$ cat src/rtl/spi_pkg.sv
// ----------------------------------------------------------------------------
// spi_pkg
// Shared types and constants of the segment point interpolator.
// ----------------------------------------------------------------------------
package spi_pkg;

    localparam int unsigned MaxPoints = 64;
    localparam int unsigned CntW      = $clog2(MaxPoints);
    localparam logic [31:0] SpacingRst = 32'h0001_0000;

    typedef struct packed {
        logic signed [31:0] start_x;
        logic signed [31:0] start_y;
        logic signed [32:0] dx;
        logic signed [32:0] dy;
        logic [CntW-1:0]    count;
        logic               clipped;
    } t_job;

endpackage

$ cat src/rtl/spi_queue.sv
// ----------------------------------------------------------------------------
// spi_queue
// Two-entry job queue between front and back.
// ----------------------------------------------------------------------------
module spi_queue (
    input  logic          i_clk,
    input  logic          i_rst_n,
    input  logic          i_valid,
    input  spi_pkg::t_job i_job,
    output logic          o_ready,
    output logic          o_valid,
    output spi_pkg::t_job o_job,
    input  logic          i_ready
);
    spi_pkg::t_job r_mem [2];
    logic          r_wp, r_rp;
    logic [1:0]    r_cnt;
    logic          w_push, w_pop;

    assign o_ready = (r_cnt != 2'd2);
    assign o_valid = (r_cnt != 2'd0);
    assign o_job   = r_mem[r_rp];
    assign w_push  = i_valid && o_ready;
    assign w_pop   = o_valid && i_ready;

    always_ff @(posedge i_clk) begin
        if (w_push) r_mem[r_wp] <= i_job;
        if (!i_rst_n) begin
            r_wp <= 1'b0; r_rp <= 1'b0; r_cnt <= 2'd0;
        end else begin
            if (w_push) r_wp <= ~r_wp;
            if (w_pop)  r_rp <= ~r_rp;
            r_cnt <= r_cnt + 2'(w_push) - 2'(w_pop);
        end
    end
endmodule

$ cat config.mk
export PLATFORM = sky130hd
export DESIGN_NAME = spi_queue
export DESIGN_NICKNAME = d
export VERILOG_FILES = /design/src/rtl/spi_pkg.sv /design/src/rtl/spi_queue.sv
export SDC_FILE = /design/constraint.sdc
export NUM_CORES = 1
export LEC_CHECK = 0
export BUFFER_PORTS_ARGS = -buffer_cell sky130_fd_sc_hd__buf_2
export CORE_MARGIN = 10
export CORE_UTILIZATION = 55
export CTS_CLUSTER_DIAMETER = 150
export CTS_CLUSTER_SIZE = 8
export DETAILED_ROUTE_END_ITERATION = 6
export PLACE_DENSITY = 0.94
export SLEW_MARGIN = 20
export SYNTH_ARGS = -nofsm -noshare
export SYNTH_HDL_FRONTEND = slang
export SYNTH_SLANG_ARGS = --single-unit
$ cat constraint.sdc
create_clock -name i_clk -period 13.6 [get_ports i_clk]
set_clock_uncertainty 0.1 [all_clocks]
set_input_delay 4.08 -clock i_clk [delete_from_list [all_inputs] [get_ports i_clk]]
set_output_delay 4.08 -clock i_clk [all_outputs]
set_load 0.02 [all_outputs]
### Word level (Yosys, flattened, before mapping)

Memories as Yosys holds them, arrays and structs flattened. A register that Yosys moved wholly into a read port is not among the register bits.
Cells that the tools add are included.
Widths: inputs -> output; s select.

* register bits: 4
* logic and storage cells: 16
* bits in writable memories: 274
* output and inout port bits: 139
* input bits: 141
* memories: 1

* multiplexer cells: 4
* add/sub/neg operators: 2
* reduce and logical (&&, ||, !) cells: 3
* equality and inequality tests: 1
* bitwise gates (word level): 2

Memories
* r_mem: depth 2, width 137, rd ports 1, clocked after memory_dff 1, write ports 1, RTL line spi_queue.sv:15 `spi_pkg::t_job r_mem [2];`

Operator list (count)
* $mux 1: 4
* $add 2x1->2: 1
* $logic_and 1x1->1: 2
* $ne 2x2->1 const B: 1
* $not 1->1: 2
* $reduce_bool 2->1: 1
* $sub 2x1->2: 1

### Logic depth before layout (Yosys ltp)

Gate-level depths: netlist of the first run.

* depth after elaboration: 4
* mapped depth: 8
* gate-level depth less buffers: 8

### Least setup slack after synthesis of the first run

No wires, ideal clock.

* path kind: input port to flip-flop
* start point: input port i_valid
* end point: memory r_mem[0][0] (netlist bit) (enable)
* path slack: 2994 ps
* library setup time: 635 ps
* arrival time: 9871 ps
* stages on the path: 2
* data required time: 12865 ps
* path buffers: 0
* path through: nand2_1 nor2_1

* word-level cells in the longest chain between the ends: 3

RTL lines
* from (decl): RTL line spi_queue.sv:8 `input logic i_valid,`
* $logic_and 1x1->1: RTL line spi_queue.sv:23 `assign w_push = i_valid && o_ready;`
* $mux 1: RTL line spi_queue.sv:27 `if (w_push) r_mem[r_wp] <= i_job;`
* $mux 1 (not written as such): RTL line spi_queue.sv:27
* to (decl): RTL line spi_queue.sv:15

No other way between the ends.

==> results of run 1 <==
==> synthesized netlist by cell type <==
library cell	count
and2_1	2
and3_1	1
buf_6	5
clkbuf_8	10
dfxtp_1	5
edfxtp_1	274
ha_1	2
inv_1	1
mux2_2	137
mux2i_1	1
nand2_1	2
nand2b_1	2
nor2_1	1
nor2b_1	2
o21a_1	1
or2_2	1
xnor2_1	3
==> critical path, stage by stage, from the launching register on <==
cell,delay [ns]
dfxtp_4,0.89
buf_4,0.86
mux2_2,0.43
buf_2,0.16
==> logic make-up after synthesis <==
| group | Yosys count | share of synthesized area (%) |
|---|---|---|
| adder cells (fa/ha/maj) | 2 | 0.245 |
| flip-flops | 279 | 81.7 |
| buffers and inverters | 16 | 1.94 |
| AND/OR/NAND/NOR | 11 | 0.601 |
| XOR/XNOR | 3 | 0.258 |
| AO/OA/AOI/OAI | 1 | 0.0736 |
| multiplexers | 138 | 15.2 |
==> metal layers <==
layer  up-vias  global-route usage (%)  routed length [um]
met1      2612                    18.3                7970
met3        48                    6.31                1890
met5         -                       0                  27
met2       242                    30.5               11500
met4         4                    6.97                 552
li1       2408                       -                   -
==> report_power, final <==
group / internal (mW) / switching (mW)
sequential: 1.09 / 0.0517
clock: 0.533 / 0.307
combinational: 0.239 / 0.369
total: 1.86 / 0.727
==> per-stage QoR <==
stage               utilization (%)  cell area [um^2]
floorplan                         -             10200
global placement               64.9             11700
finish                         70.8             12800
CTS                            70.7             12800
global route                   70.8             12800
detailed placement             64.9             11700
==> state kept, by name, summed over array words and instances (netlist names), named ones only <==
signal and cells:
r_mem 274, r_rp 1, r_wp 1, r_cnt 2
==> worst paths after layout <==
path,end,slack (ns)
worst min-delay path,r_wp,0.44
worst max-delay path,o_job[58],6.52
worst max register to register,r_mem[1][120],10.82
worst min register to register,r_wp,0.44
==> final cells by class <==
class | instances | area (um^2) | share of cell area (%)
Antenna cell | 4 | 10.0 | 0.0782
Multi-Input combinational cell | 155 | 1690 | 13.2
Clock buffer | 50 | 1060 | 8.28
Tap cell | 229 | 287 | 2.24
Sequential cell | 279 | 8330 | 65.1
Inverter | 1 | 3.75 | 0.0293
Timing Repair Buffer | 283 | 1430 | 11.1
==> results by group, run 1 <==
Setup path
  – Worst Reg2Reg Path Length in Cells: 3
  – Critical Path AT: 2.90 ns
  – Max FO, Critical Path: 74
  – Crit end category: primary output
  – Worst endpoint required time: 9.42 ns
  – FF-to-FF Start: r_cnt[0]
  – CP Class: reg2out
  – Startpoint Class: register

Global route
  – Vias in the first global route: 5912
  – Total GRT Usage: 17.2%
  – First-pass GRT wire length: 32.4 mm
  – Overflow after GRT: 0
  – Pin count of the biggest net entering global routing: 75
  – Initial antenna violation count: 6

Placement
  – Final Wtd Congestion: 0.756
  – Number of I/O port buffers: 279
  – Placed wire-length estimate: 14.9 mm
  – Dpl cells: 947
  – Pre-CTS WS: 6.97 ns

Die
  – Die span in y: 156 um
  – Total die area: 0.0244 mm^2
  – Initial core utilization: 56.4%
  – Rows: 49
  – Die W: 156 um
  – Core ar.: 0.0181 mm^2
  – Top-Level Pins: 280

Route
  – DRC Markers: 0
  – DRT Wirelength: 21.9 mm
  – Vias per cell: 5.31
  – DR WL/cell: 21.9 um
  – DRT Pass-1 Iters: 4
  – Vias after detailed routing: 5314
  – DRT antenna net count: 0
  – Drt initial violations: 272

CTS
  – Clk slew on worst S/H paths: 0.05 ns
  – Hold_buf cts: 0
  – Skew-Pair Late Insertion Delay: 0.49 ns
  – # Post-CTS Setup Buffers: 0
  – Root Driver: clkbuf_16
  – CTS tree: yes
  – CTS sink count: 279
  – Longest Clk Path Bufs: 3
  – # H-tree levels: 2
  – Total CTS buffers: 40
  – PostCTS Resize Cnt: 0

Logic synthesis
  – FF+latch count, synth: 279
  – Dominant cells by area after synthesis: edfxtp_1, mux2_2, clkbuf_8
  – Synthesized area per cell: 22.7 um^2
  – Synth Instances: 450
  – Synth unique cells: 17
  – Sequential share of the synthesized area: 81.7%
  – Total number of yosys warnings: 0
  – Post-synth top area share: 80.7%
  – Synth area leader: edfxtp_1
  – Post-Syn Area: 0.0102 mm^2
  – Synth Net Count: 593

Job
  – Total of max-cap violations: 0

Power and ir drop
  – Total power draw: 2.58 mW
  – Maximum vdd ir drop: 0.000133 V
  – P_leak: 4.80 nW
  – PwrDens: 202 mW/mm^2

Timing
  – Post-route minimum period: 7.08 ns
  – Setup_tns: 0 ns
  – Min Hold Slack: 0.440 ns
  – Final hold vios: 0
  – F_max: 141 MHz
  – RSZ-0062 raised after global routing: no
  – Final WS setup: 6.52 ns
  – Final setup violation count: 0
  – Tcrit/Tclk final: 52.1%
  – Worst slew margin: 32.6%
  – Max Slew Vio Count: 0
  – Slew @ Worst Pin: 1.01 ns

Min path
  – WHS Path Cells: 2
  – Hold Crit Start: r_wp
  – Min-Delay Path Class: reg2reg

Cells and area
  – Commonest non-fill, non-tap cell in the layout: buf_2
  – Fin cells: 1001
  – Nets: 903
  – Commonest non-fill, non-tap cells in the layout: buf_2, edfxtp_1, mux2_2
  – Number of fill cells: 1094
  – Layout cell share with drive strength beyond 1: 60.5%
  – P&R area growth vs syn: 25.5%

Status
  – Status: complete, no violations
Power figures use the tool's default switching activity.
==> run 2: changes to the inputs <==
--- a/config.mk
+++ b/config.mk
@@ -7,11 +7,11 @@
 export LEC_CHECK = 0
 export BUFFER_PORTS_ARGS = -buffer_cell sky130_fd_sc_hd__buf_2
 export CORE_MARGIN = 10
-export CORE_UTILIZATION = 55
+export CORE_UTILIZATION = 52
 export CTS_CLUSTER_DIAMETER = 150
 export CTS_CLUSTER_SIZE = 8
 export DETAILED_ROUTE_END_ITERATION = 6
-export PLACE_DENSITY = 0.94
+export PLACE_DENSITY = 0.9
 export SLEW_MARGIN = 20
 export SYNTH_ARGS = -nofsm -noshare
 export SYNTH_HDL_FRONTEND = slang
==> constraint.sdc (replaced) <==
create_clock -name i_clk -period 6.7 [get_ports i_clk]
set_clock_uncertainty 0.1 [all_clocks]
set_input_delay 2.01 -clock i_clk [delete_from_list [all_inputs] [get_ports i_clk]]
set_output_delay 2.01 -clock i_clk [all_outputs]
set_load 0.02 [all_outputs]
==> run 2 against run 1 <==
Non-clock buffer count is 4 higher; first-iteration DRC count is 1.5% higher; cell count is 3.8% higher; global-route usage is 0.88 points lower; worst hold slack worse by 0.0086 ns; power is 100% higher; sequential share of layout area is 0.45 points lower; sequential power is 100% higher; setup slack worse by 4.4 ns; via count is 0.28% lower.
==> results by group, run 2 (synthesized netlist as in run 1, its figures left out) <==
Status
  – Status: complete, no violations

CTS
  – Hold_buf cts: 0 (unchanged)
  – CTS tree: yes
  – # Post-CTS Setup Buffers: 0 (unchanged)
  – Root Driver: clkbuf_16
  – Total CTS buffers: 40 (unchanged)
  – Clk slew on worst S/H paths: 0.05 ns (about the same)
  – Skew-Pair Late Insertion Delay: 0.49 ns (about the same)
  – PostCTS Resize Cnt: 0 (unchanged)
  – CTS sink count: 279 (unchanged)
  – # H-tree levels: 2 (unchanged)
  – Longest Clk Path Bufs: 3 (unchanged)

Global route
  – Initial antenna violation count: 3 (-3)
  – Total GRT Usage: 16.4% (-0.88 points)
  – First-pass GRT wire length: 33.4 mm (+3.0%)
  – Overflow after GRT: 0 (unchanged)
  – Pin count of the biggest net entering global routing: 82 (+9.3%)
  – Vias in the first global route: 5902 (-0.17%)

Die
  – Die W: 160 um (+2.5%)
  – Die span in y: 160 um (+2.5%)
  – Core ar.: 0.0194 mm^2 (+7.3%)
  – Initial core utilization: 52.6% (-3.8 points)
  – Total die area: 0.0256 mm^2 (+5.0%)
  – Rows: 51 (+4.1%)
  – Top-Level Pins: 280 (unchanged)

Cells and area
  – Commonest non-fill, non-tap cell in the layout: buf_2
  – Commonest non-fill, non-tap cells in the layout: buf_2, edfxtp_1, mux2_2
  – Top reg by flops: r_mem
  – Nets: 907 (+0.44%)
  – P&R area growth vs syn: 26.4%
  – Largest register FFs: 274 (unchanged)
  – Largest registers: r_mem x274, r_cnt x2
  – Layout cell share with drive strength beyond 1: 60.8% (+0.20 points)

Route
  – DRT Pass-1 Iters: 4 (unchanged)
  – Drt initial violations: 276 (+1.5%)
  – DR WL/cell: 21.0 um (-4.4%)
  – Vias after detailed routing: 5299 (-0.28%)
  – DRC Markers: 0 (unchanged)
  – Vias per cell: 5.10 (-3.9%)
  – DRT Wirelength: 21.8 mm (-0.77%)
  – DRT antenna net count: 0 (unchanged)

Setup path
  – Worst path cell trace: buf_16 -> buf_4 -> mux2_2 -> buf_2
  – Slowest-stage cell, CP: dfxtp_4
  – Startpoint Class: register
  – Crit end category: primary output
  – Max FO, Critical Path: 47 (-36%)
  – Critical Path AT: 2.46 ns (-0.44 ns)
  – Worst endpoint required time: 4.59 ns (-4.83 ns)
  – CP Class: reg2out
  – Crit path largest cell delay: 0.66 ns (-0.23 ns)

Timing
  – RSZ-0062 raised after global routing: no
  – Final setup violation count: 0 (unchanged)
  – Tcrit/Tclk final: 68.2%
  – Post-route minimum period: 4.57 ns
  – Slew @ Worst Pin: 1.01 ns (-0.000513 ns)
  – Max Slew Vio Count: 0 (unchanged)
  – Min Hold Slack: 0.432 ns (-0.00864 ns)
  – Setup_tns: 0 ns (unchanged)
  – Final hold vios: 0 (unchanged)
  – F_max: 219 MHz
  – Worst slew margin: 32.6% (+0.034 points)

Power and ir drop
  – PwrDens: 408 mW/mm^2 (+100%)
  – Switching part of the total: 28.1% (-0.042 points)
  – Combinational share of power: 24.2% (+0.7 points)
  – Internal power: 3.78 mW (+100%)
  – P_leak: 4.83 nW (+0.57%)
  – Maximum vdd ir drop: 0.000314 V (+140%)
  – Total power draw: 5.26 mW (+100%)
  – Sequential fraction of design power: 43.4% (-0.6 points)
  – Clk pwr share: 32.4% (about the same)
  – Sw power: 1.48 mW (+100%)

Placement
  – Final Wtd Congestion: 0.753 (-0.29%)
  – Placed wire-length estimate: 14.8 mm (-0.59%)
  – Number of I/O port buffers: 279 (unchanged)

Min path
  – Min-Delay Path Class: reg2reg

Job
  – Total of max-cap violations: 0 (unchanged)
[run 2: cell type report]
type / count / area [um^2]
diodes: 2 / 5.00
clock buffers: 50 / 1060
fillers: 1347 / 6500
inverters: 1 / 3.75
multi-input cells: 155 / 1690
flip-flops and latches: 279 / 8330
well taps: 265 / 332
repair buffers: 287 / 1480
[run 2: worst paths after layout]
kind	end	slack, ns	cells after the start	from
worst max-delay path	o_job[0]	2.13	4	register
worst min-delay path	register	0.43	2	r_rp
worst max register to register	r_mem[1][80]	4.12	3	r_cnt[0]
worst min register to register	register	0.43	2	r_rp
[run 2: metrics by stage]
step / std cells / area (um^2) / setup slack [ns] / utilization (%)
2_1_floorplan: 450 / 10200 / 0.477 / -
3_3_place_gp: 986 / 11800 / 2.38 / 60.8
3_5_place_dp: 986 / 11800 / 2.41 / 60.8
4_1_cts: 1036 / 12900 / 1.87 / 66.3
5_1_grt: 1038 / 12900 / 2.00 / 66.5
6_report: 1039 / 12900 / 2.13 / 66.5
[run 2: power by group through the flow]
stage	registers [mW]	clock network, mW	logic, mW
final	2.28	1.70	1.27
after global routing	2.30	1.82	1.36
after CTS	2.32	1.75	1.25
after detailed placement	2.35	0	1.24
after global placement	2.33	0	1.22
after floorplan	2.29	0	0.924
[run 2: worst max-delay path, delay by kind of cell (launching register included)]
family,cells,cell delay (ns)
buffers and inverters,3,0.86
DFF,1,0.66
muxes,1,0.40
[run 2: layer usage]
metal,wire (um),track usage [%],vias up
met1,8170,18.4,2604
met4,540,5.43,2
li1,-,-,2413
met5,13,0,-
met2,11100,28.3,241
met3,1900,6.04,39
==> run 3: changes to the inputs <==
--- a/config.mk
+++ b/config.mk
@@ -7,11 +7,11 @@
 export LEC_CHECK = 0
 export BUFFER_PORTS_ARGS = -buffer_cell sky130_fd_sc_hd__buf_2
 export CORE_MARGIN = 10
-export CORE_UTILIZATION = 52
+export CORE_UTILIZATION = 47
 export CTS_CLUSTER_DIAMETER = 150
 export CTS_CLUSTER_SIZE = 8
 export DETAILED_ROUTE_END_ITERATION = 6
-export PLACE_DENSITY = 0.9
+export PLACE_DENSITY = 0.87
 export SLEW_MARGIN = 20
 export SYNTH_ARGS = -nofsm -noshare
 export SYNTH_HDL_FRONTEND = slang
==> constraint.sdc (replaced) <==
create_clock -name i_clk -period 4.1 [get_ports i_clk]
set_clock_uncertainty 0.1 [all_clocks]
set_input_delay 1.23 -clock i_clk [delete_from_list [all_inputs] [get_ports i_clk]]
set_output_delay 1.23 -clock i_clk [all_outputs]
set_load 0.02 [all_outputs]
==> run 3 against run 2 <==
Sequential share of layout area shrank 0.30 points; non-clock buffer count is 2 lower; critical path depth down 1; power up 64%; final area rose by 0.47%; routed wire length shrank 0.99%; setup slack got worse by 1.5 ns; combinational power grew 64%; flip-flop and latch count is the same; sequential power up 63%; via count fell by 1.4%.
==> results by group, run 3 (synthesized netlist as in run 1, its figures left out) <==
Power and ir drop
  – Sw power: 2.43 mW (+64%)
  – P_leak: 4.83 nW (+0.13%)
  – Combinational share of power: 24.1% (about the same)
  – Maximum vdd ir drop: 0.000459 V (+46%)
  – PwrDens: 667 mW/mm^2 (+64%)
  – Sequential fraction of design power: 43.1% (-0.3 points)
  – Internal power: 6.21 mW (+64%)
  – Switching part of the total: 28.1% (about the same)
  – Clk pwr share: 32.9% (+0.5 points)

Setup path
  – Worst Reg2Reg Path Length in Cells: 4 (+1)
  – Worst reg2reg setup slack: 2.22 ns (-1.90 ns)
  – Worst endpoint required time: 2.77 ns (-1.82 ns)
  – CP Class: reg2out
  – R2r endpoint: r_mem[0][7]
  – FF-to-FF Start: r_cnt[0]
  – Startpoint Class: register
  – Critical Path AT: 2.16 ns (-0.30 ns)
  – Crit end category: primary output
  – Max FO, Critical Path: 66 (+40%)

Timing
  – Final setup violation count: 0 (unchanged)
  – Tcrit/Tclk final: 85.2%
  – Final hold vios: 0 (unchanged)
  – Max Slew Vio Count: 0 (unchanged)
  – Slew @ Worst Pin: 0.698 ns (-0.313 ns)
  – Worst slew margin: 53.5% (+21 points)
  – RSZ-0062 raised after global routing: no
  – Setup_tns: 0 ns (unchanged)
  – Post-route minimum period: 3.49 ns
  – F_max: 286 MHz

CTS
  – Total CTS buffers: 40 (unchanged)
  – PostCTS Resize Cnt: 0 (unchanged)
  – CTS sink count: 279 (unchanged)
  – # Post-CTS Setup Buffers: 0 (unchanged)
  – CTS tree: yes
  – Clk slew on worst S/H paths: 0.05 ns (about the same)
  – # H-tree levels: 2 (unchanged)
  – Longest Clk Path Bufs: 3 (unchanged)
  – Hold_buf cts: 0 (unchanged)
  – Skew-Pair Late Insertion Delay: 0.49 ns (about the same)
  – Root Driver: clkbuf_16

Cells and area
  – Layout cell share with drive strength beyond 1: 60.0% (-0.73 points)
  – P&R area growth vs syn: 27.0%
  – Largest register FFs: 274 (unchanged)
  – Largest registers: r_mem x274, r_cnt x2
  – Commonest non-fill, non-tap cells in the layout: buf_2, edfxtp_1, mux2_2
  – Nets: 905 (-0.22%)
  – Top reg by flops: r_mem
  – Commonest non-fill, non-tap cell in the layout: buf_2
  – Final Util: 61.2% (-5.2 points)

Route
  – DRT Pass-1 Iters: 4 (unchanged)
  – Vias after detailed routing: 5225 (-1.4%)
  – DRT Wirelength: 21.6 mm (-0.99%)
  – DR WL/cell: 20.4 um (-2.6%)
  – DRC Markers: 0 (unchanged)
  – Drt initial violations: 237 (-14%)
  – DRT antenna net count: 0 (unchanged)
  – Vias per cell: 4.95 (-3.0%)

Placement
  – Number of I/O port buffers: 279 (unchanged)
  – Final Wtd Congestion: 0.731 (-3.0%)
  – Placed wire-length estimate: 14.7 mm (-1.2%)

Global route
  – Overflow after GRT: 0 (unchanged)
  – Total GRT Usage: 14.7% (-1.6 points)
  – Initial antenna violation count: 4 (+1)
  – Pin count of the biggest net entering global routing: 93 (+13%)
  – Vias in the first global route: 5806 (-1.6%)
  – First-pass GRT wire length: 32.8 mm (-1.7%)

Die
  – Total die area: 0.0280 mm^2 (+9.3%)
  – Rows: 53 (+3.9%)
  – Die span in y: 167 um (+4.5%)
  – Die W: 167 um (+4.5%)
  – Initial core utilization: 48.2% (-4.4 points)
  – Core ar.: 0.0212 mm^2 (+9.0%)
  – Top-Level Pins: 280 (unchanged)

Min path
  – Hold Crit Start: r_wp
  – Hold endpoint: r_wp
  – Min-Delay Path Class: reg2reg
  – WHS Path Cells: 2 (unchanged)

Job
  – Total of max-cap violations: 0 (unchanged)

Status
  – Status: complete, no violations
run 3: per-stage QoR:
step / hold slack (ns) / power, mW / std cells / setup slack, ns / instance area, um^2
floorplan: 0.388 / 5.23 / 450 / 0.187 / 10200
detailed placement: 0.433 / 5.89 / 995 / 1.08 / 11900
CTS: 0.443 / 8.76 / 1053 / 0.564 / 12900
finish: 0.430 / 8.64 / 1056 / 0.606 / 13000
global placement: 0.408 / 5.84 / 995 / 1.10 / 11900
global route: 0.486 / 9.02 / 1054 / 0.502 / 12900
run 3: how the worst max path moves through the flow:
| stage | startpoint | endpoint | slack, ns | cells past startpoint |
|---|---|---|---|---|
| 6_report | register | o_job[127] | 0.61 | 3 |
| 3_3_place_gp | register | o_job[127] | 1.10 | 3 |
| 4_1_cts | register | o_job[121] | 0.56 | 3 |
| 2_1_floorplan | i_valid | r_mem[0][0] | 0.19 | 2 |
| 3_5_place_dp | register | o_job[127] | 1.08 | 3 |
| 5_1_grt | register | o_job[136] | 0.50 | 3 |
run 3: power by group through the flow:
stage	Clock, mW	Sequential, mW	Combinational (mW)
5_1_grt	3.03	3.76	2.23
3_5_place_dp	0	3.78	2.11
3_3_place_gp	0	3.75	2.09
2_1_floorplan	0	3.72	1.51
4_1_cts	2.91	3.73	2.13
6_report	2.84	3.72	2.08
run 3: cell type report:
type	instances	area [um^2]
flip-flops and latches	279	8330
fillers	1500	8200
multi-input cells	155	1690
repair buffers	285	1490
clock buffers	58	1090
well taps	275	344
diodes	3	7.51
inverters	1	3.75
run 3: metal layers:
metal,vias to the layer above,part of all wire [%],routed length (um),global-route usage [%]
met5,-,0.084,18,0
met3,50,9.2,1990,6.13
met1,2545,37,7930,15.9
met2,206,51,11100,25.6
li1,2422,-,-,-
met4,2,2.4,523,4.88
run 3: worst max-delay path, cell delays in order, from the launching register on:
cell and delay (ns):
dfxtp_4 0.67, buf_12 0.36, mux2_2 0.40, buf_2 0.17
