File: src/rtl/spi_pkg.sv
// ----------------------------------------------------------------------------
// spi_pkg
// Shared types and constants of the segment point interpolator.
// ----------------------------------------------------------------------------
package spi_pkg;

    localparam int unsigned MaxPoints = 64;
    localparam int unsigned CntW      = $clog2(MaxPoints);
    localparam logic [31:0] SpacingRst = 32'h0001_0000;

    typedef struct packed {
        logic signed [31:0] start_x;
        logic signed [31:0] start_y;
        logic signed [32:0] dx;
        logic signed [32:0] dy;
        logic [CntW-1:0]    count;
        logic               clipped;
    } t_job;

endpackage

File: src/rtl/spi_back.sv
// ----------------------------------------------------------------------------
// spi_back
// Divide deltas by the count with a restoring divider, then emit the points.
// ----------------------------------------------------------------------------
module spi_back (
    input  logic                   i_clk,
    input  logic                   i_rst_n,
    input  logic                   i_job_valid,
    input  spi_pkg::t_job          i_job,
    output logic                   o_job_ready,
    output logic                   o_valid,
    output logic signed [31:0]     o_point_x,
    output logic signed [31:0]     o_point_y,
    output logic [5:0]             o_point_index,
    output logic                   o_count_clipped,
    output logic                   o_last_point
);
    typedef enum logic [1:0] {S_IDLE, S_DIV, S_EMIT} t_state;

    t_state             r_state;
    spi_pkg::t_job      r_job;
    logic [32:0]        r_qx, r_qy;
    logic [spi_pkg::CntW:0] r_rx, r_ry;
    logic [5:0]         r_bit;
    logic signed [31:0] r_px, r_py, r_stx, r_sty;
    logic [spi_pkg::CntW-1:0] r_i;

    logic [spi_pkg::CntW:0] w_tx, w_ty, w_d;
    logic                   w_gx, w_gy;
    assign w_d  = {1'b0, r_job.count};
    assign w_tx = {r_rx[spi_pkg::CntW-1:0], r_qx[32]};
    assign w_ty = {r_ry[spi_pkg::CntW-1:0], r_qy[32]};
    assign w_gx = (w_tx >= w_d);
    assign w_gy = (w_ty >= w_d);

    assign o_job_ready = (r_state == S_IDLE);

    always_ff @(posedge i_clk) begin
        if (!i_rst_n) begin
            r_state <= S_IDLE;
            o_valid <= 1'b0;
        end else begin
            o_valid <= 1'b0;
            case (r_state)
                S_IDLE: if (i_job_valid) begin
                    r_job <= i_job;
                    r_qx  <= i_job.dx[32] ? 33'(-i_job.dx) : 33'(i_job.dx);
                    r_qy  <= i_job.dy[32] ? 33'(-i_job.dy) : 33'(i_job.dy);
                    r_rx  <= '0;
                    r_ry  <= '0;
                    r_bit <= 6'd33;
                    r_state <= S_DIV;
                end
                S_DIV: begin
                    if (r_bit == 6'd0) begin
                        r_stx <= r_job.dx[32] ? 32'(-r_qx) : r_qx[31:0];
                        r_sty <= r_job.dy[32] ? 32'(-r_qy) : r_qy[31:0];
                        r_px  <= r_job.start_x;
                        r_py  <= r_job.start_y;
                        r_i   <= '0;
                        r_state <= S_EMIT;
                    end else begin
                        r_rx  <= w_gx ? w_tx - w_d : w_tx;
                        r_ry  <= w_gy ? w_ty - w_d : w_ty;
                        r_qx  <= {r_qx[31:0], w_gx};
                        r_qy  <= {r_qy[31:0], w_gy};
                        r_bit <= r_bit - 6'd1;
                    end
                end
                S_EMIT: begin
                    o_valid         <= 1'b1;
                    o_point_x       <= r_px;
                    o_point_y       <= r_py;
                    o_point_index   <= 6'(r_i);
                    o_count_clipped <= r_job.clipped;
                    o_last_point    <= (r_i == r_job.count);
                    r_px <= r_px + r_stx;
                    r_py <= r_py + r_sty;
                    r_i  <= r_i + spi_pkg::CntW'(1);
                    if (r_i == r_job.count) r_state <= S_IDLE;
                end
                default: r_state <= S_IDLE;
            endcase
        end
    end
endmodule

File: config.mk
export PLATFORM = sky130hd
export DESIGN_NAME = spi_back
export DESIGN_NICKNAME = d
export VERILOG_FILES = /design/src/rtl/spi_pkg.sv /design/src/rtl/spi_back.sv
export SDC_FILE = /design/constraint.sdc
export NUM_CORES = 1
export LEC_CHECK = 0
export BUFFER_PORTS_ARGS = -buffer_cell sky130_fd_sc_hd__clkbuf_2
export CAP_MARGIN = 10
export CORE_ASPECT_RATIO = 1.2
export CORE_MARGIN = 1
export CORE_UTILIZATION = 60
export DETAILED_ROUTE_END_ITERATION = 7
export GPL_TIMING_DRIVEN = 0
export PLACE_DENSITY = 0.81
export SLEW_MARGIN = 10
export SYNTH_ARGS = -nofsm -noshare
export SYNTH_HDL_FRONTEND = slang
export SYNTH_SLANG_ARGS = --single-unit
File: constraint.sdc
create_clock -name i_clk -period 48.2 [get_ports i_clk]
set_clock_uncertainty 0.05 [all_clocks]
set_input_delay 4.82 -clock i_clk [delete_from_list [all_inputs] [get_ports i_clk]]
set_output_delay 4.82 -clock i_clk [all_outputs]
set_load 0.02 [all_outputs]
=== Word level (Yosys, flattened, before mapping) ===
Cells that the tools add are included.

* Output and inout bits: 74
* Register bits: 430
* Word-level logic and storage cells: 83

* $add $sub $neg: 10
* Order comparisons: 2
* Reduce and logical (&&, ||, !) cells: 10
* Multiplexer cells: 31
* Equality and inequality tests: 7

{| class="wikitable"
|+ Operators by type and width
! kind !! count
|-
| $mux 33 || 6
|-
| $pmux 33 s2 || 2
|-
| $mux 32 || 4
|-
| $pmux 32 s2 || 2
|-
| $neg 33->33 || 2
|-
| $add 32x32->32 || 2
|-
| $neg 32->32 || 2
|-
| $mux 6 || 8
|-
| $pmux 6 s2 || 4
|-
| $ge 7x6->1 || 2
|-
| $reduce_and 3->1 || 4
|-
| $sub 6x6->6 || 2
|-
| $ne 2x2->1 const B || 4
|-
| $add 6x1->6 const B || 1
|-
| $eq 6x6->1 || 1
|-
| $logic_not 6->1 || 1
|-
| $mux 2 || 3
|-
| $pmux 2 s3 || 1
|-
| $sub 6x1->6 const B || 1
|-
| $reduce_and 4->1 || 1
|-
| $reduce_bool 2->1 || 2
|-
| $eq 2x1->1 const B || 1
|-
| $eq 2x2->1 const B || 1
|-
| $logic_not 2->1 || 1
|-
| 2 further kinds || 2
|}

=== Logic depth before layout (Yosys ltp) ===
Gate-level depths: netlist of the first run.

* Depth in word-level cells: 4
* Mapped depth: 9

=== Least setup slack after synthesis of the first run ===
No wires, ideal clock.

* Path kind: input to register
* Start: input i_rst_n
* End: register r_bit[0], enable pin
* Buffers on the path: 0
* Setup slack: 29.248 ns
* Data required time: 47.177 ns
* Cell stages on the path: 2
* Data arrival time: 17.930 ns
* Cells stage by stage: inv_1 a2111oi_0

* Longest elaborated chain between the ends: 1

{| class="wikitable"
|+ Ends and longest elaborated chain
! element !! RTL line !! text
|-
| from (decl) || spi_back.sv:7 || <nowiki>input logic i_rst_n,</nowiki>
|-
| $reduce_and 4->1 (no source line) || - ||
|-
| to (signal assigned) || spi_back.sv:67 || <nowiki>r_bit <= r_bit - 6'd1;</nowiki>
|-
| to (decl) || spi_back.sv:24 || <nowiki>logic [5:0] r_bit;</nowiki>
|}

Every way passes these cells.
A chain may end at the register's enable or synchronous reset.

=== Worst setup path after layout of the first run ===
* Start: input i_job[49] (netlist bit)
* End: register r_qx[29], data pin

* Longest elaborated chain between the ends: 4

{| class="wikitable"
|+ Ends and longest elaborated chain
! element !! RTL line !! text
|-
| from (decl) || spi_back.sv:9 || <nowiki>input spi_pkg::t_job i_job,</nowiki>
|-
| $neg 33->33 || spi_back.sv:47 || <nowiki>r_qx <= i_job.dx[32] ? 33'(-i_job.dx) : 33'(i_job.dx);</nowiki>
|-
| $mux 33 || spi_back.sv:47 ||
|-
| $mux 33 || spi_back.sv:45 || <nowiki>S_IDLE: if (i_job_valid) begin</nowiki>
|-
| $pmux 33 s2 || spi_back.sv:44 || <nowiki>case (r_state)</nowiki>
|-
| to (signal assigned) || spi_back.sv:47 ||
|-
| to (signal assigned) || spi_back.sv:65 || <nowiki>r_qx <= {r_qx[31:0], w_gx};</nowiki>
|-
| to (decl) || spi_back.sv:22 || <nowiki>logic [32:0] r_qx, r_qy;</nowiki>
|}

Every way passes these cells. The select of a mux whose other input is x is not followed.

==> flow_summary.ini, run 1 <==
[sta]
hold_viol = 0
max_freq_mhz = 146.8
maxSlewViolCount = 0
setup_ws_ns = 41.39
min_period_ns = 6.811
worst_slew_pin_slew_ns = 0.9750
rsz0062_at_grt = no
slew-limit-headroom_pct = 34.17
finalSetupViolCount = 0
worst_hold_slack_ns = 0.3905
period_share_pct = 14.13
tns_ns = 0

[yosys]
ys_ff_latch = 366
synth_cell_types = 68
netlist_area_um2 = 19370
synth_area_leader_cell = edfxtp_1
synth_flop_cell = edfxtp_1
syn_avg_cell_area_um2 = 11.49
yosysMostFrequentCell = edfxtp_1
ys_warn_count = 0
synthArstFlopShare_pct = 0
synth_edf_count = 363
synthTopCellsByArea = edfxtp_1 56%, ha_1 5.2%, o21ai_0 4.7%, xnor2_1 4.2%, nand2_1 4.2%
yosysSeqAreaShare_pct = 56.58
synthCells = 1686
syn_nets = 1911
synth_top_cell_area_share_pct = 56.27
synthTopCellsByCount = 363 x edfxtp_1, 215 x nand2_1, 182 x o21ai_0

[route]
drt-total-wl_um = 47130
wl_per_cell_um = 19.66
drcViolationCount = 20
dr.pass1.iters = 8
via_count = 14570
ant_nets = 0
drtIter0Drc = 1109
avgViaCountPerCell = 6.075

[clock_tree]
clockBufferDepth = 3
cts_tree = yes
clock-root-buffer = clkbuf_16
post_cts_buffers = 0
htreeDepth = 2
cts_resized = 0
clk_latency_ns = 0.54
clock_sinks = 366
cts_hold_buf = 0
cts_buffers = 38
clk_pin_slew_ns = 0.06

[global_routing]
met3_usage_pct = 3.860
grt_pass1_wl_um = 73540
overflow = 0
grt_max_degree = 35
antenna_found_initial = 0
grt_busiest_layer = met2
grt_pass1_vias = 13860
grt.met1_usage_pct = 38.78
grt_util_met2_pct = 47.82
track_usage_pct = 28.64

[floorplanning]
fp-row-count = 71
die-area_um2 = 33010
core_um2 = 31540
start_util_pct = 61.42
dieHeight_um = 198.8
die_w_um = 166.0
io_pins = 214

[status]
outcome = finished, violations left
violations = DRC

[layout]
layout-drive-gt1-share_pct = 16.83
num-nets-final = 2194
area_growth_pct = 16.07
antenna_cells = 0

[critical_path]
cp-start-kind = primary input
cp.arrival_ns = 7.02
worstSetupPathType = primary input to register
cp_data_required_time_ns = 48.41
path_max_fanout = 5
worst_setup_path_end_kind = register

[placement]
routabilityCongestion = 0.9238
dpl.hpwl_um = 36460
io_buffers = 213
pre_cts_ws_ns = 40.84

[worst_hold_path]
worstHoldPathType = register to register

[power_and_ir_drop]
p_leak_nw = 8.370
intPower_uw = 546.8
p_seq_share_pct = 52.7
swShare_pct = 22.15
ir_drop_uv = 29.73
p_clk_share_pct = 40.2
power.density_nw_per_um2 = 31.24
p_total_uw = 702.4
switchingPower_uw = 155.6
p_comb_share_pct = 7.1

[run]
maxCapViolCount = 0
-- critical path: stages --
cell	delay, ns
clkbuf_2	0.11
or4_1	0.60
nor4_2	0.43
nand4b_1	0.28
nand2b_1	0.26
o31ai_1	0.26
xor2_1	0.17
o21ai_0	0.08
-- layout make-up --
| class | instances | area [um^2] |
|---|---|---|
| Sequential cell | 366 | 10960 |
| Clock buffer | 49 | 1044 |
| Buffer | 56 | 211.5 |
| Timing Repair Buffer | 243 | 1376 |
| Tap cell | 401 | 501.7 |
| Clock inverter | 19 | 152.6 |
| Inverter | 38 | 142.6 |
| Fill cell | 2223 | 9052 |
| Multi-Input combinational cell | 1226 | 8095 |
-- kinds of logic (layout without fill, tap and decap cells) --
kind of cell / after synthesis / after routing / share of synthesized area [%]
adders and majority gates: 85 / 85 / 5.645
AOI/OAI and AO/OA: 462 / 462 / 15.03
muxes: 4 / 4 / 0.2132
xor gates and xnor gates: 176 / 176 / 7.958
DFF: 366 / 366 / 56.58
buffers and inverters: 94 / 405 / 1.828
and+or+nand+nor: 499 / 499 / 12.74
-- registers in the layout (all words and copies together), names as in the netlist --
register,flops
r_bit,6
o_last_point,1
o_valid,1
r_job,73
o_point_x,32
r_qx,33
r_px,32
r_i,6
r_state,2
r_sty,32
r_rx,6
r_py,32
r_qy,33
o_point_y,32
r_ry,6
r_stx,32
o_point_index,6
o_count_clipped,1
-- through the flow --
stage	instance area (um^2)	utilization (%)	std cells
after global placement	20940	66.40	2300
after CTS	22480	71.30	2398
after global routing	22480	71.30	2398
after floorplan	19370	-	1686
final	22480	71.30	2398
after detailed placement	21290	67.50	2330
-- power by group through the flow --
| stage | registers (mW) | logic (mW) | clock network (mW) |
|---|---|---|---|
| 2_1_floorplan | 0.376 | 0.0314 | 0 |
| 3_3_place_gp | 0.380 | 0.0463 | 0 |
| 3_5_place_dp | 0.376 | 0.0498 | 0 |
| 4_1_cts | 0.370 | 0.0501 | 0.286 |
| 5_1_grt | 0.371 | 0.0560 | 0.297 |
| 6_report | 0.370 | 0.0501 | 0.282 |
-- final timing paths --
kind / start / end / slack [ns] / cells after the start
setup / recovery: i_job[49] / r_qx[29] / 41.39 / 8
hold / removal: r_job[0] / o_count_clipped / 0.39 / 0
setup reg to reg: r_state[0] / r_py[11] / 44.45 / 8
hold reg to reg: r_job[0] / o_count_clipped / 0.39 / 0
-- cells in the final DEF, fill, tap and decap left out, types with 24 or more instances in the layout --
cell type  Yosys  routed
nand2_1      215     215
nor2_1        74      72
o31ai_1       41      41
edfxtp_1     363     363
xor2_1        83      83
clkbuf_2       0     213
o21ai_0      182     182
ha_1          81      81
inv_1         38      38
xnor2_1       93      93
nand4_1       24      24
clkbuf_1      42      49
clkbuf_16      0      39
nand3_1       40      40
a21oi_1       85      84
a21o_1        28      28
-- layer usage --
metal | vias up | wire length [um]
li1 | 6971 | -
met1 | 6936 | 20520
met2 | 576 | 22070
met3 | 86 | 3188
met4 | 0 | 1359
met5 | - | 0
No activity file was read; power rests on OpenSTA's default activity.
==> run 2, diff against run 1 <==
--- a/config.mk
+++ b/config.mk
@@ -9,10 +9,10 @@
 export CAP_MARGIN = 10
 export CORE_ASPECT_RATIO = 1.2
 export CORE_MARGIN = 1
-export CORE_UTILIZATION = 60
+export CORE_UTILIZATION = 59
 export DETAILED_ROUTE_END_ITERATION = 7
 export GPL_TIMING_DRIVEN = 0
-export PLACE_DENSITY = 0.81
+export PLACE_DENSITY = 0.8
 export SLEW_MARGIN = 10
 export SYNTH_ARGS = -nofsm -noshare
 export SYNTH_HDL_FRONTEND = slang
==> constraint.sdc (replaced) <==
create_clock -name i_clk -period 6.8 [get_ports i_clk]
set_clock_uncertainty 0.05 [all_clocks]
set_input_delay 0.68 -clock i_clk [delete_from_list [all_inputs] [get_ports i_clk]]
set_output_delay 0.68 -clock i_clk [all_outputs]
set_load 0.02 [all_outputs]
==> flow_summary.ini, run 2 (same netlist as run 1, synthesis figures left out) <==
[sta]
tns_ns = 0
max_freq_mhz = 265.1
maxSlewViolCount = 0
worst_slew_pin_slew_ns = 0.8817
min_period_ns = 3.773
period_share_pct = 55.48
hold_viol = 0
finalSetupViolCount = 0
slew-limit-headroom_pct = 40.48
rsz0062_at_grt = no

[layout]
largest_reg_flops = 73
num-nets-final = 2184
area_growth_pct = 15.88
top_register = r_job
postLayoutCoreUtil_pct = 69.60
top_regs = r_job x73, r_qx x33, r_qy x33
fin_cells = 2387
mostFrequentLayoutCell = edfxtp_1
antenna_cells = 0
layout-drive-gt1-share_pct = 15.86
layout_common_cells = 363 x edfxtp_1, 215 x nand2_1, 213 x clkbuf_2, 182 x o21ai_0, 93 x xnor2_1

[power_and_ir_drop]
p_total_mw = 4.875
p_seq_share_pct = 53.8
p_clk_share_pct = 38.8
intPower_mw = 3.793
p_leak_nw = 8.290
swShare_pct = 22.19
switchingPower_mw = 1.082
p_comb_share_pct = 7.4
power.density_nw_per_um2 = 217.2
ir_drop_uv = 206.7

[floorplanning]
dieHeight_um = 200.5
start_util_pct = 60.06
die_w_um = 167.4
io_pins = 214
fp-row-count = 72
core_um2 = 32250
die-area_um2 = 33560

[route]
drtIter0Drc = 1177
drcViolationCount = 0
wl_per_cell_um = 19.81
drt-total-wl_um = 47300
dr.pass1.iters = 5
ant_nets = 0
via_count = 14440
avgViaCountPerCell = 6.048

[clock_tree]
cts_resized = 0
htreeDepth = 2
clock-root-buffer = clkbuf_16
clk_latency_ns = 0.54
clockBufferDepth = 3
cts_tree = yes
post_cts_buffers = 0
cts_buffers = 37
cts_hold_buf = 0
clock_sinks = 366
clk_pin_slew_ns = 0.06

[placement]
io_buffers = 213
routabilityCongestion = 0.9248
dpl.hpwl_um = 36050
placedCellCount = 2327

[worst_hold_path]
min_from = i_job[1]
worstHoldPathType = primary input to register
min_path_cells = 1
holdPathEnd = r_job[1]

[global_routing]
antenna_found_initial = 0
grt_pass1_wl_um = 74130
grt_max_degree = 34
grt_pass1_vias = 13840
overflow = 0
track_usage_pct = 28.17

[critical_path]
cp_slowest_cell = buf_1
path_max_fanout = 26
cpLargestDelayFamily = buffers and inverters
path_cells = nand2b_1 -> clkbuf_1 -> buf_1 -> buf_1 -> a21oi_4 -> buf_12 -> buf_16 -> buf_12
rr_startpoint = r_state[0]
cp.arrival_ns = 3.99
cp_data_required_time_ns = 7.02
cp-start-kind = register
rrSetupSlack_ns = 3.03
reg2reg_to = r_py[14]
worstSetupPathType = register to register
rr_worst_depth = 8
path_buf_inv = 6
max_stage_delay_ns = 0.62
worst_setup_path_end_kind = register

[status]
outcome = complete, no violations

[run]
maxCapViolCount = 0
[run 2: through the flow]
step | instance area [um^2] | hold WS (ns) | setup WS, ns
finish | 22450 | 0.2635 | 3.027
global route | 22450 | 0.2460 | 2.889
detailed placement | 21350 | 0.3727 | 3.065
CTS | 22450 | 0.2450 | 3.029
floorplan | 19380 | 0.3503 | 0.2722
global placement | 20960 | 0.3536 | -1.673
[run 2: metal layers]
metal | global-route usage [%] | vias to the layer above | share of wire, %
li1 | - | 6921 | -
met1 | 39.58 | 6890 | 43
met2 | 45.97 | 554 | 47
met3 | 3.904 | 72 | 7.3
met4 | 7.962 | 0 | 2.3
met5 | 0 | - | 0
[run 2: power by group through the flow]
| stage | Sequential, mW | Clock [mW] | Combinational (mW) |
|---|---|---|---|
| 2_1_floorplan | 2.65 | 0 | 0.223 |
| 3_3_place_gp | 2.67 | 0 | 0.330 |
| 3_5_place_dp | 2.67 | 0 | 0.358 |
| 4_1_cts | 2.62 | 1.91 | 0.361 |
| 5_1_grt | 2.63 | 1.99 | 0.403 |
| 6_report | 2.62 | 1.89 | 0.361 |
[run 2: worst max-delay path by stage]
stage / depth (start not counted) / to / startpoint
detailed placement: 8 / r_py[11] / r_state[0]
finish: 8 / r_py[14] / r_state[0]
floorplan: 4 / r_bit[0] / r_bit[0]
global placement: 3 / r_qx[17] / i_job_valid
CTS: 8 / r_py[11] / r_state[0]
global route: 8 / r_py[11] / r_state[0]
[run 2: cell type report]
type	instances	area (um^2)
sequential	366	10960
fill	2377	9803
multi-input combinational	1226	8117
timing repair buffer	234	1410
clock buffer	46	1002
tap	407	509.2
buffer	56	211.5
inverter	38	142.6
clock inverter	14	95.09
==> run 3, diff against run 2 <==
==> constraint.sdc (replaced) <==
create_clock -name i_clk -period 3.9 [get_ports i_clk]
set_clock_uncertainty 0.05 [all_clocks]
set_input_delay 0.39 -clock i_clk [delete_from_list [all_inputs] [get_ports i_clk]]
set_output_delay 0.39 -clock i_clk [all_outputs]
set_load 0.02 [all_outputs]
==> flow_summary.ini, run 3 (same netlist as run 1, synthesis figures left out) <==
[status]
outcome = complete, no violations

[clock_tree]
clk_pin_slew_ns = 0.06
clockBufferDepth = 3
cts_buffers = 38
clock-root-buffer = clkbuf_16
htreeDepth = 2
clock_sinks = 366
cts_tree = yes
clk_latency_ns = 0.54

[critical_path]
reg2reg_to = r_py[12]
max_stage_delay_ns = 0.56
cpMostUsedCell = buf_16
path_buf_inv = 5
rr_worst_depth = 8
rrSetupSlack_ns = 0.42
rr_startpoint = r_state[0]
path_cells = nor2b_1 -> clkbuf_1 -> nand2_1 -> a21oi_4 -> buf_16 -> buf_16 -> buf_16 -> buf_16
cpLargestDelayFamily = buffers and inverters
cp-start-kind = register
worst_setup_path_end_kind = register
worstSetupPathType = register to register
cp_data_required_time_ns = 4.09
cp.depth = 8
cp.arrival_ns = 3.67
cp_slowest_cell = dfxtp_1
path_max_fanout = 17

[global_routing]
grt_busiest_layer = met2
track_usage_pct = 29.43
grt_util_met2_pct = 49.63
grt_max_degree = 34
grt_pass1_vias = 14530
antenna_found_initial = 0
grt.met1_usage_pct = 38.38
grt_pass1_wl_um = 76950
met3_usage_pct = 4.653
overflow = 0

[worst_hold_path]
holdPathEnd = r_job[104]
min_from = i_job[104]
worstHoldPathType = primary input to register
min_path_cells = 1

[placement]
dpl.hpwl_um = 36590
routabilityCongestion = 0.9360
io_buffers = 213

[sta]
worst_slew_pin_slew_ns = 0.9831
max_freq_mhz = 287.7
slew-limit-headroom_pct = 33.90
finalSetupViolCount = 0
maxSlewViolCount = 0
tns_ns = 0
min_period_ns = 3.476
hold_viol = 0
rsz0062_at_grt = no
period_share_pct = 89.12

[floorplanning]
fp-row-count = 72
die_w_um = 167.4
dieHeight_um = 200.5
core_um2 = 32250
start_util_pct = 60.06
die-area_um2 = 33560
io_pins = 214

[route]
dr.pass1.iters = 6
wl_per_cell_um = 20.12
ant_nets = 0
via_count = 14940
drtIter0Drc = 1032
drt-total-wl_um = 49530
drcViolationCount = 0
avgViaCountPerCell = 6.070

[layout]
mostFrequentLayoutCell = edfxtp_1
top_register = r_job
top_regs = r_job x73, r_qx x33, r_qy x33
layout-drive-gt1-share_pct = 15.63
num-nets-final = 2250
largest_reg_flops = 73
antenna_cells = 0
layout_common_cells = 363 x edfxtp_1, 215 x nand2_1, 213 x clkbuf_2, 182 x o21ai_0, 93 x xnor2_1
area_growth_pct = 19.71

[power_and_ir_drop]
p_total_mw = 8.658
ir_drop_uv = 264.0
p_leak_nw = 8.609
power.density_nw_per_um2 = 373.4

[run]
maxCapViolCount = 0
run 3: metal layers:
metal / vias up / routed length, um
li1: 7064 / -
met1: 7176 / 20660
met2: 598 / 23850
met3: 100 / 3367
met4: 0 / 1649
met5: - / 0
run 3: what timing repair did:
item	CTS	global route
pin swaps	0	0
setup buffers	0	0
cloned	0	0
endpoints found under the setup margin	17	17
hold buffers	65	1
endpoints found under the hold margin	65	1
gates resized for setup	1	0
run 3: worst max path at each step:
| stage | startpoint | endpoint | slack [ns] |
|---|---|---|---|
| finish | r_state[0] | r_py[12] | 0.42 |
| global route | r_state[0] | r_py[9] | 0.16 |
| CTS | r_state[0] | r_py[26] | 0.19 |
| detailed placement | r_state[0] | r_py[9] | -0.04 |
| global placement | r_state[1] | r_py[9] | -1.98 |
| floorplan | r_bit[0] | r_bit[0] | -0.23 |
run 3: layout make-up:
type	count	area [um^2]
Clock buffer	48	1010
Buffer	55	209.0
Sequential cell	366	10960
Multi-Input combinational cell	1226	8130
Timing Repair Buffer	300	2093
Tap cell	407	509.2
Fill cell	2274	9062
Inverter	38	142.6
Clock inverter	21	133.9
run 3: per-stage QoR:
step,instance area [um^2],worst slack (ns),util [%],hold WS (ns),cells
2_1_floorplan,19430,-0.2252,-,0.3503,1686
3_3_place_gp,21000,-1.981,65.12,0.3534,2306
3_5_place_dp,21390,-0.04442,66.31,0.3677,2327
4_1_cts,23180,0.1889,71.88,0.0005749,2461
5_1_grt,23190,0.1585,71.90,0.004748,2461
6_report,23190,0.4241,71.90,0.01510,2461
run 3: power by group:
part	switching, mW	internal [mW]
logic	0.376	0.313
registers	0.104	4.47
clock network	1.49	1.91
total	1.97	6.69
